<file path="config.mk">
export PLATFORM = sky130hd
export DESIGN_NAME = float_power_integer_exponent
export DESIGN_NICKNAME = d
export VERILOG_FILES = /design/src/sv/fpie_pkg.sv /design/src/sv/float_power_integer_exponent.sv /design/src/sv/fpie_fpu.sv /design/src/sv/fpie_dp.sv /design/src/sv/fpie_ctrl.sv
export VERILOG_INCLUDE_DIRS = /design/src /design/src/sv
export SDC_FILE = /design/constraint.sdc
export NUM_CORES = 2
export LEC_CHECK = 0
export BUFFER_PORTS_ARGS = -buffer_cell sky130_fd_sc_hd__buf_2
export CORE_ASPECT_RATIO = 2
export CORE_MARGIN = 4
export CORE_UTILIZATION = 66
export DETAILED_ROUTE_END_ITERATION = 6
export PLACE_DENSITY = 0.79
export SLEW_MARGIN = 5
export SYNTH_ARGS = -nofsm -noshare
export SYNTH_HDL_FRONTEND = slang
export SYNTH_SLANG_ARGS = --single-unit
export TNS_END_PERCENT = 5
</file>
<file path="constraint.sdc">
create_clock -name clk_i -period 39.8 [get_ports clk_i]
set_input_delay 1.99 -clock clk_i [delete_from_list [all_inputs] [get_ports clk_i]]
set_output_delay 1.99 -clock clk_i [all_outputs]
set_load 0.005 [all_outputs]
</file>
<file path="src/sv/assert_macros.svh">
// assertion macros for the rtl
`ifndef ASSERT_MACROS_SVH
`define ASSERT_MACROS_SVH
`ifndef SYNTH
`define ASSERT_IMPL(lbl, clk, rstn, prop) \
  lbl: assert property (@(posedge clk) disable iff (!rstn) prop) else $error("assertion failed");
`define ASSERT_NEVER(lbl, clk, rstn, expr) \
  lbl: assert property (@(posedge clk) disable iff (!rstn) !(expr)) else $error("assertion failed");
`else
`define ASSERT_IMPL(lbl, clk, rstn, prop)
`define ASSERT_NEVER(lbl, clk, rstn, expr)
`endif
`endif

</file>
<file path="src/sv/fpie_pkg.sv">
// ----------------------------------------------------------------------------
// fpie_pkg
// types, constants and command structs for the integer power block
// ----------------------------------------------------------------------------
package fpie_pkg;

  localparam int unsigned ExpW = 32;
  localparam int unsigned CntW = $clog2(ExpW + 1);

  localparam logic [63:0] FpOne    = 64'h3FF0_0000_0000_0000;
  localparam logic [63:0] FpNegOne = 64'hBFF0_0000_0000_0000;
  localparam logic [63:0] FpZero   = 64'h0;
  localparam logic [63:0] FpDefNan = 64'hFFF8_0000_0000_0000;
  localparam logic [63:0] FpQuiet  = 64'h0008_0000_0000_0000;

  typedef enum logic [1:0] {
    OP_MUL = 2'd0,
    OP_DIV = 2'd1
  } fop_e;

  typedef enum logic [3:0] {
    ST_IDLE,
    ST_CHECK,
    ST_RECIP,
    ST_RECIP_WAIT,
    ST_BIT,
    ST_MUL_WAIT,
    ST_SQR,
    ST_SQR_WAIT,
    ST_OUT
  } state_e;

  typedef enum logic [2:0] {
    F_IDLE, F_MUL, F_DIV, F_NORM, F_RND, F_DONE
  } fst_e;

  typedef enum logic [1:0] {
    SEL_ACC,
    SEL_BASE
  } wsel_e;

  typedef struct packed {
    logic  load;
    logic  fu_start;
    fop_e  fu_op;
    logic  fu_a_one;
    logic  fu_b_base;
    logic  wr_en;
    wsel_e wr_sel;
    logic  shift;
    logic  set_special;
  } cmd_t;

  typedef struct packed {
    logic special;
    logic negative;
    logic mag_zero;
    logic mag_lsb;
    logic fu_done;
  } sts_t;

endpackage

</file>
<file path="src/sv/float_power_integer_exponent.sv">
// ----------------------------------------------------------------------------
// float_power_integer_exponent
// binary64 base raised to a signed integer power by square and multiply
// ----------------------------------------------------------------------------
// input channel: in_valid_i / in_stall_o with base_bits_i and exponent_i
// output channel: out_valid_o / out_stall_i with power_bits_o
// one item in flight; a new beat is taken only once the result beat left
// each exponent bit takes a square in the shared fpu, and a set bit adds a
// multiply before it; a negative exponent adds a divide for the reciprocal
// special bases skip the fpu; the longest run is for a negative
// exponent with 31 set bits; the next beat is taken in the cycle after the result
// the single shared multiply/divide unit sets the rate
// the result beat holds stable while out_stall_i is high
// reset empties the block; no beat is pending after it
// ----------------------------------------------------------------------------
`include "assert_macros.svh"
module float_power_integer_exponent (
  input  logic                      clk_i,
  input  logic                      rst_ni,
  input  logic                      in_valid_i,
  output logic                      in_stall_o,
  input  logic [63:0]               base_bits_i,
  input  logic [fpie_pkg::ExpW-1:0] exponent_i,
  output logic                      out_valid_o,
  input  logic                      out_stall_i,
  output logic [63:0]               power_bits_o
);
  import fpie_pkg::*;

  cmd_t   cmd;
  sts_t   sts;
  state_e st;

  fpie_ctrl u_ctrl (
    .clk_i      (clk_i),
    .rst_ni     (rst_ni),
    .in_valid_i (in_valid_i),
    .in_stall_o (in_stall_o),
    .out_valid_o(out_valid_o),
    .out_stall_i(out_stall_i),
    .cmd_o      (cmd),
    .sts_i      (sts),
    .state_o    (st)
  );

  fpie_dp u_dp (
    .clk_i       (clk_i),
    .rst_ni      (rst_ni),
    .cmd_i       (cmd),
    .sts_o       (sts),
    .base_bits_i (base_bits_i),
    .exponent_i  (exponent_i),
    .power_bits_o(power_bits_o)
  );

  `ASSERT_NEVER(a_busy_both, clk_i, rst_ni, (!in_stall_o && out_valid_o))
  `ASSERT_IMPL(a_out_hold, clk_i, rst_ni, (out_valid_o && out_stall_i |=> $stable(power_bits_o)))
  `ASSERT_NEVER(a_wr_no_load, clk_i, rst_ni, (cmd.load && cmd.wr_en))
  `ASSERT_NEVER(a_out_state, clk_i, rst_ni, (out_valid_o && (st != ST_OUT)))

endmodule

</file>
<file path="src/sv/fpie_fpu.sv">
// ----------------------------------------------------------------------------
// fpie_fpu
// multicycle binary64 multiply and divide, round to nearest even
// ----------------------------------------------------------------------------
module fpie_fpu (
  input  logic               clk_i,
  input  logic               rst_ni,
  input  logic               start_i,
  input  fpie_pkg::fop_e     op_i,
  input  logic [63:0]        a_i,
  input  logic [63:0]        b_i,
  output logic               done_o,
  output logic [63:0]        res_o
);
  import fpie_pkg::*;

  fst_e        st_q, st_d;
  logic        sgn_q;
  logic signed [13:0] exp_q;
  logic [52:0] ma_q, mb_q;
  logic [107:0] prod_q;
  logic [5:0]  step_q;
  logic [56:0] rem_q;
  logic [56:0] quo_q;
  logic [63:0] res_q;
  logic        spec_q;
  logic [63:0] spec_val_q;
  logic        is_div_q;
  logic [26:0]  pa_s, pb_s;
  logic [53:0]  pp;
  logic [107:0] pp_sh;
  logic [56:0]  rsub;

  logic        sa, sb;
  logic [10:0] ea, eb;
  logic [51:0] fa, fb;
  logic        a_nan, b_nan, a_inf, b_inf, a_zero, b_zero;
  logic [52:0] ma_n, mb_n;
  logic [5:0]  lza, lzb;
  logic signed [13:0] ea_n, eb_n;

  function automatic logic [5:0] lz53(input logic [52:0] v);
    logic [5:0] n;
    logic       f;
    n = 6'd0;
    f = 1'b0;
    for (int i = 52; i >= 0; i--) begin
      if (!f && v[i]) begin
        f = 1'b1;
      end else if (!f) begin
        n = n + 6'd1;
      end
    end
    return n;
  endfunction

  always_comb begin
    sa = a_i[63]; ea = a_i[62:52]; fa = a_i[51:0];
    sb = b_i[63]; eb = b_i[62:52]; fb = b_i[51:0];
    a_nan = (ea == 11'h7FF) && (fa != 52'd0);
    b_nan = (eb == 11'h7FF) && (fb != 52'd0);
    a_inf = (ea == 11'h7FF) && (fa == 52'd0);
    b_inf = (eb == 11'h7FF) && (fb == 52'd0);
    a_zero = (ea == 11'd0) && (fa == 52'd0);
    b_zero = (eb == 11'd0) && (fb == 52'd0);
    lza = lz53({(ea != 11'd0), fa});
    lzb = lz53({(eb != 11'd0), fb});
    ma_n = {(ea != 11'd0), fa} << lza;
    mb_n = {(eb != 11'd0), fb} << lzb;
    ea_n = $signed({3'd0, ((ea == 11'd0) ? 11'd1 : ea)}) - $signed({8'd0, lza});
    eb_n = $signed({3'd0, ((eb == 11'd0) ? 11'd1 : eb)}) - $signed({8'd0, lzb});
  end

  // product of two 53-bit mantissas, one 27 by 27 bit partial product per cycle
  assign pa_s = step_q[0] ? {1'b0, ma_q[52:27]} : ma_q[26:0];
  assign pb_s = step_q[1] ? {1'b0, mb_q[52:27]} : mb_q[26:0];
  assign pp   = {27'd0, pa_s} * {27'd0, pb_s};
  assign rsub = rem_q - {4'd0, mb_q};

  always_comb begin
    case (step_q[1:0])
      2'd0:       pp_sh = {54'd0, pp};
      2'd1, 2'd2: pp_sh = {27'd0, pp, 27'd0};
      default:    pp_sh = {pp, 54'd0};
    endcase
  end

  // rounding of a normalized 57-bit significand (1.52 + guard bits + sticky)
  logic [56:0] nsig;
  logic signed [13:0] nexp;
  logic [5:0]  dsh;
  logic [56:0] dsig;
  logic [53:0] rsig;
  logic        lsb, grd, stk;
  logic [63:0] packed_res;
  logic [11:0] eout;

  always_comb begin
    nsig = quo_q;
    nexp = exp_q;
    dsh = 6'd0;
    if (nexp < 14'sd1) begin
      dsh = ((14'sd1 - nexp) > 14'sd56) ? 6'd56 : 6'(14'sd1 - nexp);
    end
    dsig = (nsig >> dsh) | {56'd0, ((nsig & ((57'd1 << dsh) - 57'd1)) != 57'd0)};
    lsb = dsig[4];
    grd = dsig[3];
    stk = |dsig[2:0];
    rsig = {1'b0, dsig[56:4]} + {53'd0, (grd && (stk || lsb))};
    eout = (nexp < 14'sd1) ? 12'd0 : nexp[11:0];
    if (rsig[53]) begin
      rsig = rsig >> 1;
      eout = eout + 12'd1;
    end else if (eout == 12'd0 && rsig[52]) begin
      eout = 12'd1;
    end
    if (eout >= 12'd2047) begin
      packed_res = {sgn_q, 11'h7FF, 52'd0};
    end else begin
      packed_res = {sgn_q, eout[10:0], rsig[51:0]};
    end
  end

  always_ff @(posedge clk_i or negedge rst_ni) begin
    if (!rst_ni) begin
      st_q <= F_IDLE;
    end else begin
      st_q <= st_d;
    end
  end

  always_comb begin
    st_d = st_q;
    case (st_q)
      F_IDLE: if (start_i) st_d = F_MUL;
      F_MUL: begin
        if (spec_q) st_d = F_DONE;
        else if (is_div_q) st_d = F_DIV;
        else if (step_q == 6'd3) st_d = F_NORM;
      end
      F_DIV:  if (step_q == 6'd55) st_d = F_NORM;
      F_NORM: st_d = F_RND;
      F_RND:  st_d = F_DONE;
      F_DONE: st_d = F_IDLE;
      default: st_d = F_IDLE;
    endcase
  end

  always_ff @(posedge clk_i) begin
    case (st_q)
      F_IDLE: begin
        if (start_i) begin
          is_div_q <= (op_i == OP_DIV);
          sgn_q <= sa ^ sb;
          ma_q <= ma_n;
          mb_q <= mb_n;
          prod_q <= '0;
          step_q <= 6'd0;
          spec_q <= 1'b1;
          if (op_i == OP_MUL) begin
            exp_q <= ea_n + eb_n - 14'sd1023;
            if (a_nan) spec_val_q <= a_i | FpQuiet;
            else if (b_nan) spec_val_q <= b_i | FpQuiet;
            else if ((a_inf && b_zero) || (a_zero && b_inf)) spec_val_q <= FpDefNan;
            else if (a_inf || b_inf) spec_val_q <= {sa ^ sb, 11'h7FF, 52'd0};
            else if (a_zero || b_zero) spec_val_q <= {sa ^ sb, 63'd0};
            else spec_q <= 1'b0;
          end else begin
            exp_q <= ea_n - eb_n + 14'sd1023;
            rem_q <= {4'd0, ma_n};
            quo_q <= '0;
            if (a_nan) spec_val_q <= a_i | FpQuiet;
            else if (b_nan) spec_val_q <= b_i | FpQuiet;
            else if ((a_inf && b_inf) || (a_zero && b_zero)) spec_val_q <= FpDefNan;
            else if (a_inf || b_zero) spec_val_q <= {sa ^ sb, 11'h7FF, 52'd0};
            else if (a_zero || b_inf) spec_val_q <= {sa ^ sb, 63'd0};
            else spec_q <= 1'b0;
          end
        end
      end
      F_MUL: begin
        if (!is_div_q) begin
          if (step_q == 6'd0) prod_q <= pp_sh;
          else prod_q <= prod_q + pp_sh;
          step_q <= step_q + 6'd1;
        end
      end
      F_DIV: begin
        if (!rsub[56]) begin
          rem_q <= (rsub << 1);
          quo_q <= {quo_q[55:0], 1'b1};
        end else begin
          rem_q <= (rem_q << 1);
          quo_q <= {quo_q[55:0], 1'b0};
        end
        step_q <= step_q + 6'd1;
      end
      F_NORM: begin
        if (is_div_q) begin
          // quotient in [0.5,2): 56 bits developed plus sticky
          if (quo_q[55]) begin
            quo_q <= {quo_q[55:0], 1'b0} | {56'd0, (rem_q != 57'd0)};
          end else begin
            quo_q <= {quo_q[54:0], 2'b00} | {56'd0, (rem_q != 57'd0)};
            exp_q <= exp_q - 14'sd1;
          end
        end else begin
          if (prod_q[105]) begin
            quo_q <= {prod_q[105:50], (prod_q[49:0] != 50'd0)};
            exp_q <= exp_q + 14'sd1;
          end else begin
            quo_q <= {prod_q[104:49], (prod_q[48:0] != 49'd0)};
          end
        end
      end
      F_RND: res_q <= packed_res;
      F_DONE: if (spec_q) res_q <= spec_val_q;
      default: ;
    endcase
  end

  assign done_o = (st_q == F_DONE);
  assign res_o  = spec_q ? spec_val_q : res_q;

endmodule

</file>
<file path="src/sv/fpie_dp.sv">
// ----------------------------------------------------------------------------
// fpie_dp
// datapath: operand registers, exponent shifter and the shared fpu
// ----------------------------------------------------------------------------
module fpie_dp (
  input  logic                    clk_i,
  input  logic                    rst_ni,
  input  fpie_pkg::cmd_t          cmd_i,
  output fpie_pkg::sts_t          sts_o,
  input  logic [63:0]             base_bits_i,
  input  logic [fpie_pkg::ExpW-1:0] exponent_i,
  output logic [63:0]             power_bits_o
);
  import fpie_pkg::*;

  logic [63:0]     base_q, acc_q, spec_q;
  logic [ExpW-1:0] mag_q;
  logic            neg_q, special_q;
  logic [63:0]     fa, fb, fres;
  logic            fdone;
  logic            bz, bone, bneg1;

  assign bone  = (base_bits_i == FpOne);
  assign bneg1 = (base_bits_i == FpNegOne);
  assign bz    = (base_bits_i[62:0] == 63'd0);

  assign fa = cmd_i.fu_a_one ? FpOne : (cmd_i.fu_b_base ? base_q : acc_q);
  assign fb = base_q;

  fpie_fpu u_fpu (
    .clk_i  (clk_i),
    .rst_ni (rst_ni),
    .start_i(cmd_i.fu_start),
    .op_i   (cmd_i.fu_op),
    .a_i    (fa),
    .b_i    (fb),
    .done_o (fdone),
    .res_o  (fres)
  );

  always_ff @(posedge clk_i) begin
    if (cmd_i.load) begin
      base_q <= base_bits_i;
      neg_q  <= exponent_i[ExpW-1];
      mag_q  <= exponent_i[ExpW-1] ? (~exponent_i + ExpW'(1)) : exponent_i;
      acc_q  <= FpOne;
      special_q <= (exponent_i == '0) || bone || bz || bneg1;
      if (exponent_i == '0 || bone) spec_q <= FpOne;
      else if (bz) spec_q <= FpZero;
      else spec_q <= exponent_i[0] ? FpNegOne : FpOne;
    end else begin
      if (cmd_i.wr_en) begin
        if (cmd_i.wr_sel == SEL_ACC) acc_q <= fres;
        else base_q <= fres;
      end
      if (cmd_i.shift) mag_q <= mag_q >> 1;
      if (cmd_i.set_special) acc_q <= spec_q;
    end
  end

  assign sts_o.special  = special_q;
  assign sts_o.negative = neg_q;
  assign sts_o.mag_zero = (mag_q == '0);
  assign sts_o.mag_lsb  = mag_q[0];
  assign sts_o.fu_done  = fdone;
  assign power_bits_o   = acc_q;

endmodule

</file>
<file path="src/sv/fpie_ctrl.sv">
// ----------------------------------------------------------------------------
// fpie_ctrl
// sequencer for reciprocal, multiply and square steps
// ----------------------------------------------------------------------------
module fpie_ctrl (
  input  logic           clk_i,
  input  logic           rst_ni,
  input  logic           in_valid_i,
  output logic           in_stall_o,
  output logic           out_valid_o,
  input  logic           out_stall_i,
  output fpie_pkg::cmd_t cmd_o,
  input  fpie_pkg::sts_t sts_i,
  output fpie_pkg::state_e state_o
);
  import fpie_pkg::*;

  state_e st_q, st_d;

  always_ff @(posedge clk_i or negedge rst_ni) begin
    if (!rst_ni) begin
      st_q <= ST_IDLE;
    end else begin
      st_q <= st_d;
    end
  end

  always_comb begin
    st_d = st_q;
    cmd_o = '0;
    cmd_o.fu_op = OP_MUL;
    cmd_o.wr_sel = SEL_ACC;
    in_stall_o = 1'b1;
    out_valid_o = 1'b0;
    case (st_q)
      ST_IDLE: begin
        in_stall_o = 1'b0;
        if (in_valid_i) begin
          cmd_o.load = 1'b1;
          st_d = ST_CHECK;
        end
      end
      ST_CHECK: begin
        if (sts_i.special) begin
          cmd_o.set_special = 1'b1;
          st_d = ST_OUT;
        end else if (sts_i.negative) begin
          st_d = ST_RECIP;
        end else begin
          st_d = ST_BIT;
        end
      end
      ST_RECIP: begin
        cmd_o.fu_start = 1'b1;
        cmd_o.fu_op = OP_DIV;
        cmd_o.fu_a_one = 1'b1;
        st_d = ST_RECIP_WAIT;
      end
      ST_RECIP_WAIT: begin
        if (sts_i.fu_done) begin
          cmd_o.wr_en = 1'b1;
          cmd_o.wr_sel = SEL_BASE;
          st_d = ST_BIT;
        end
      end
      ST_BIT: begin
        if (sts_i.mag_zero) begin
          st_d = ST_OUT;
        end else if (sts_i.mag_lsb) begin
          cmd_o.fu_start = 1'b1;
          st_d = ST_MUL_WAIT;
        end else begin
          st_d = ST_SQR;
        end
      end
      ST_MUL_WAIT: begin
        if (sts_i.fu_done) begin
          cmd_o.wr_en = 1'b1;
          st_d = ST_SQR;
        end
      end
      ST_SQR: begin
        cmd_o.fu_start = 1'b1;
        cmd_o.fu_b_base = 1'b1;
        st_d = ST_SQR_WAIT;
      end
      ST_SQR_WAIT: begin
        if (sts_i.fu_done) begin
          cmd_o.wr_en = 1'b1;
          cmd_o.wr_sel = SEL_BASE;
          cmd_o.shift = 1'b1;
          st_d = ST_BIT;
        end
      end
      ST_OUT: begin
        out_valid_o = 1'b1;
        if (!out_stall_i) st_d = ST_IDLE;
      end
      default: st_d = ST_IDLE;
    endcase
  end

  assign state_o = st_q;

endmodule

</file>
==> flow_summary.yaml, run 1 <==
grt:
  grt_pass1_wl_mm: 616
  grt_max_degree: 89
  first_global_vias: 97200
  grt_use_total: 0.580
  gr-total-overflow: 2
synthesis:
  synth_area_leaders: "edfxtp_1, fa_1, ha_1"
  async_flop_share: 0.0108
  synth_cells: 11000
  yosysSeqAreaShare: 0.208
  synth_area_leader_cell: "edfxtp_1"
  synth_top_area_frac: 0.192
  ys_ff_latch: 648
  synth_flop_cell: "edfxtp_1"
  synth.most_common_cell: "nand2_1"
  yosys-top-cells-count: "nand2_1, nor2_1, inv_1, a21oi_1, fa_1"
  syn_area_um2: 90300
  synth_cell_type_count: 118
  synth_nets: 12200
  synth-edff-count: 577
  ys_warn_count: 0
  avgSynthCellArea_um2: 8.23
clocking:
  ctsResizeCount: 0
  ctsHtreeMaxLevel: 2
  cts_buffers: 59
  cts.sinks: 648
  clock_path_buffers: 3
  postCtsSetupBuffers: 0
  hold_buffers: 0
  root_buffer: "clkbuf_16"
placement:
  placed_area_um2: 93300
  gp_congestion: 1.12
  dp_hpwl_mm: 304
  portBuffers: 165
run_status:
  failed_stage: "global routing"
  status: "did not finish"
  error: "[ERROR GRT-0116] Global routing finished with congestion. Check the congestion regions in the DRC Viewer."
floorplan:
  die_y_um: 531
  initial_utilization: 0.665
  io_pins: 166
  rows: 191
  die_w_um: 270
cell families after synthesis:
group / after synthesis / share of synthesized area
compound gates: 2344 / 0.161
xor+xnor: 599 / 0.0646
fa+ha+maj: 1156 / 0.213
buf+inv: 1580 / 0.0668
flops: 648 / 0.208
mux: 753 / 0.0920
simple gates: 3884 / 0.195
through the flow:
| step | std cells | setup slack (ns) | hold slack, ns |
|---|---|---|---|
| after detailed placement | 12500 | 0.979 | 0.476 |
| after global placement | 12500 | 1.61 | 0.456 |
| after CTS | 12600 | 0.762 | 0.490 |
| after floorplan | 11000 | 5.14 | 0.464 |
metal layers:
layer  overflow  global-route usage
met1          0               0.504
met2          2               0.888
met3          0               0.275
met4          0               0.720
met5          0              0.0196
==> inputs of run 2 (changes only) <==
Settings changed: CORE_ASPECT_RATIO 2 to unset, CORE_UTILIZATION 66 to 40, PLACE_DENSITY 0.79 to unset, PLACE_DENSITY_LB_ADDON set to 0.15.
==> run 2 against run 1 <==
- the flow now finishes without violations
- area after synthesis is the same
- synthesized cell count did not move
==> flow_summary.yaml, run 2 <==
floorplan:
  initial_utilization: 0.402
  die-area_um2: 233000
  die_w_um: 483
  die_y_um: 483
  io_pins: 166
  coreArea_um2: 225000
  rows: 174
synthesis:
  async_flop_share: 0.0108
  synth-edff-count: 577
  synth_area_leader_cell: "edfxtp_1"
  avgSynthCellArea_um2: 8.23
  synth-simple-area-share: 0.195
  synth_compound_area_frac: 0.161
  yosysSeqAreaShare: 0.208
  synth-adder-area-share: 0.213
  syn_area_um2: 90300
  synth.most_common_cell: "nand2_1"
  ys_warn_count: 0
  synth_flop_cell: "edfxtp_1"
  synth_cells: 11000
  synth_top_area_frac: 0.192
  synth_area_leaders: "edfxtp_1, fa_1, ha_1"
  synth_cell_type_count: 118
  synth_xor_xnor_area_share: 0.0646
  yosys-top-cells-count: "nand2_1, nor2_1, inv_1, a21oi_1, fa_1"
  synth_top_family_by_area: "adder cells"
  synth_nets: 12200
  synth.mux.area_fraction: 0.0920
  ys_ff_latch: 648
clocking:
  cts.sinks: 648
  ctsHtreeMaxLevel: 3
  cts_buffers: 83
  insertion_delay_ns: 0.76
  hold_buffers: 0
  root_buffer: "clkbuf_16"
  clock_path_buffers: 3
  clk_pin_slew_ns: 0.07
  cts_tree: "built"
cells_and_area:
  final_common_cell: "nand2_1"
  drive_gt1_frac: 0.0863
  layout_common_cells: "nand2_1, nor2_1, inv_1"
  final_util: 0.436
  top_register: "u_dp.u_fpu.prod_q"
  fin_nets: 12200
  area_delta_synth_final_pct: 8.52
  largest_reg_flops: 106
sta:
  setup_viol: 0
  hold_viol_final: 0
  max_freq_mhz: 26.8
  post-route-period-util: 0.936
  tightest_slew_ns: 1.30
  slew_viol_final: 0
  period_minus_slack_ns: 37.26
  worst_clock_skew_ns: 0.115
  slew_headroom: 0.124
  rsz0062_at_grt: "yes"
run_status:
  status: "complete, no violations"
run:
  maxCapViolCount: 0
setup_path:
  reg2reg_from: "u_dp.base_q[61]$_DFFE_PP_"
  cpMostUsedCell: "ha_1"
  cp_top_family: "adder cells"
  cp_data_arrival_time_ns: 37.75
  reg2reg_to: "u_dp.u_fpu.exp_q[12]$_DFFE_PP_"
  crit_slowest_cell: "or4b_4"
  crit_type: "reg -> reg"
  crit_required_ns: 40.29
  crit_buf_inv: 11
  startpoint_type: "flop"
  end_kind: "flop"
  worst_r2r_path_depth: 192
  r2r_slack_ns: 2.54
  crit_path_max_incr_delay_ns: 0.60
  worstPathMaxFanout: 8
route:
  routed_wl_mm: 354
  num_vias: 82900
  dr.pass1.iters: 7
  drc_errors: 0
  ant_nets: 0
  vias_per_cell: 5.94
  post_drt_wl_per_cell_um: 25.4
  drt_iter0_markers: 8576
grt:
  grt_pass1_wl_mm: 527
  grt_use_total: 0.293
  first_global_vias: 80800
  antenna_found_initial: 22
  grt_max_degree: 82
  gr-total-overflow: 0
hold_path:
  min_to: "u_dp.power_bits_o[5]$_SDFFE_PP0P_"
  hold_class: "reg -> reg"
  hold_depth: 2
  hold_start: "u_dp.power_bits_o[5]$_SDFFE_PP0P_"
placement:
  gp_congestion: 0.967
  portBuffers: 165
  dp_hpwl_mm: 272
run 2: worst max path at each step:
stage | start | endpoint | slack [ns] | cells after the start
2_1_floorplan | u_dp.base_q[61]$_DFFE_PP_ | u_dp.u_fpu.exp_q[13]$_DFFE_PP_ | 5.14 | 191
3_3_place_gp | u_ctrl.state_o[3]$_DFFE_PN0P_ | u_dp.u_fpu.exp_q[13]$_DFFE_PP_ | 1.95 | 190
3_5_place_dp | u_ctrl.state_o[0]$_DFFE_PN0P_ | u_dp.u_fpu.exp_q[13]$_DFFE_PP_ | 1.62 | 190
4_1_cts | u_ctrl.state_o[0]$_DFFE_PN0P_ | u_dp.u_fpu.exp_q[13]$_DFFE_PP_ | 1.40 | 190
5_1_grt | u_dp.base_q[61]$_DFFE_PP_ | u_dp.u_fpu.exp_q[12]$_DFFE_PP_ | -0.14 | 192
6_report | u_dp.base_q[61]$_DFFE_PP_ | u_dp.u_fpu.exp_q[12]$_DFFE_PP_ | 2.54 | 192
run 2: final cells by class:
type                    count  area [um2]
fillers                 22600      127000
diodes                      5        12.5
well taps                2992        3740
inverters                 989        3720
flip-flops and latches    648       18800
clock buffers             105        2210
multi-input cells        8736       66100
repair buffers            442        2930
clock inverters            47         500
run 2: cells by family (layout without fill, tap and decap cells):
kind of cell / count (synthesis) / after routing
flops: 648 / 648
mux: 753 / 753
fa+ha+maj: 1156 / 1156
other cells: 0 / 5
compound gates: 2344 / 2344
simple gates: 3884 / 3884
buf+inv: 1580 / 1583
xor+xnor: 599 / 599
run 2: worst reg2reg max path: cells and delay by family (launching register included):
| kind | cells | cell delay (ns) |
|---|---|---|
| fa+ha+maj | 52 | 15.88 |
| flops | 1 | 0.51 |
| compound gates | 57 | 9.73 |
| simple gates | 49 | 5.32 |
| mux | 20 | 3.91 |
| buf+inv | 11 | 1.12 |
| xor+xnor | 3 | 0.46 |
run 2: routing by layer:
layer / part of all wire / routed length, um / track usage
met3: 0.090 / 31800 / 0.0612
met1: 0.43 / 152000 / 0.405
met5: 0.00016 / 58 / 0
met4: 0.039 / 14000 / 0.0996
met2: 0.44 / 157000 / 0.456
run 2: repair_timing:
item	4_1_cts	5_1_grt
gates resized for setup	0	47
setup buffers	0	11
endpoints found under the setup margin	0	22
run 2: metrics by stage:
stage	TNS [ns]	setup slack (ns)	instance area [um2]	hold slack (ns)	std cells
after global placement	0	1.95	95000	0.459	13800
after detailed placement	0	1.62	95000	0.472	13800
after CTS	0	1.40	97700	0.482	13900
final	0	2.54	98000	0.479	14000
after global routing	-0.224	-0.137	97900	0.517	14000
after floorplan	0	5.14	90300	0.464	11000
Power of run 2 is not shown: default switching activity piles up to over one toggle a cycle in this logic, so the estimate is an artifact.
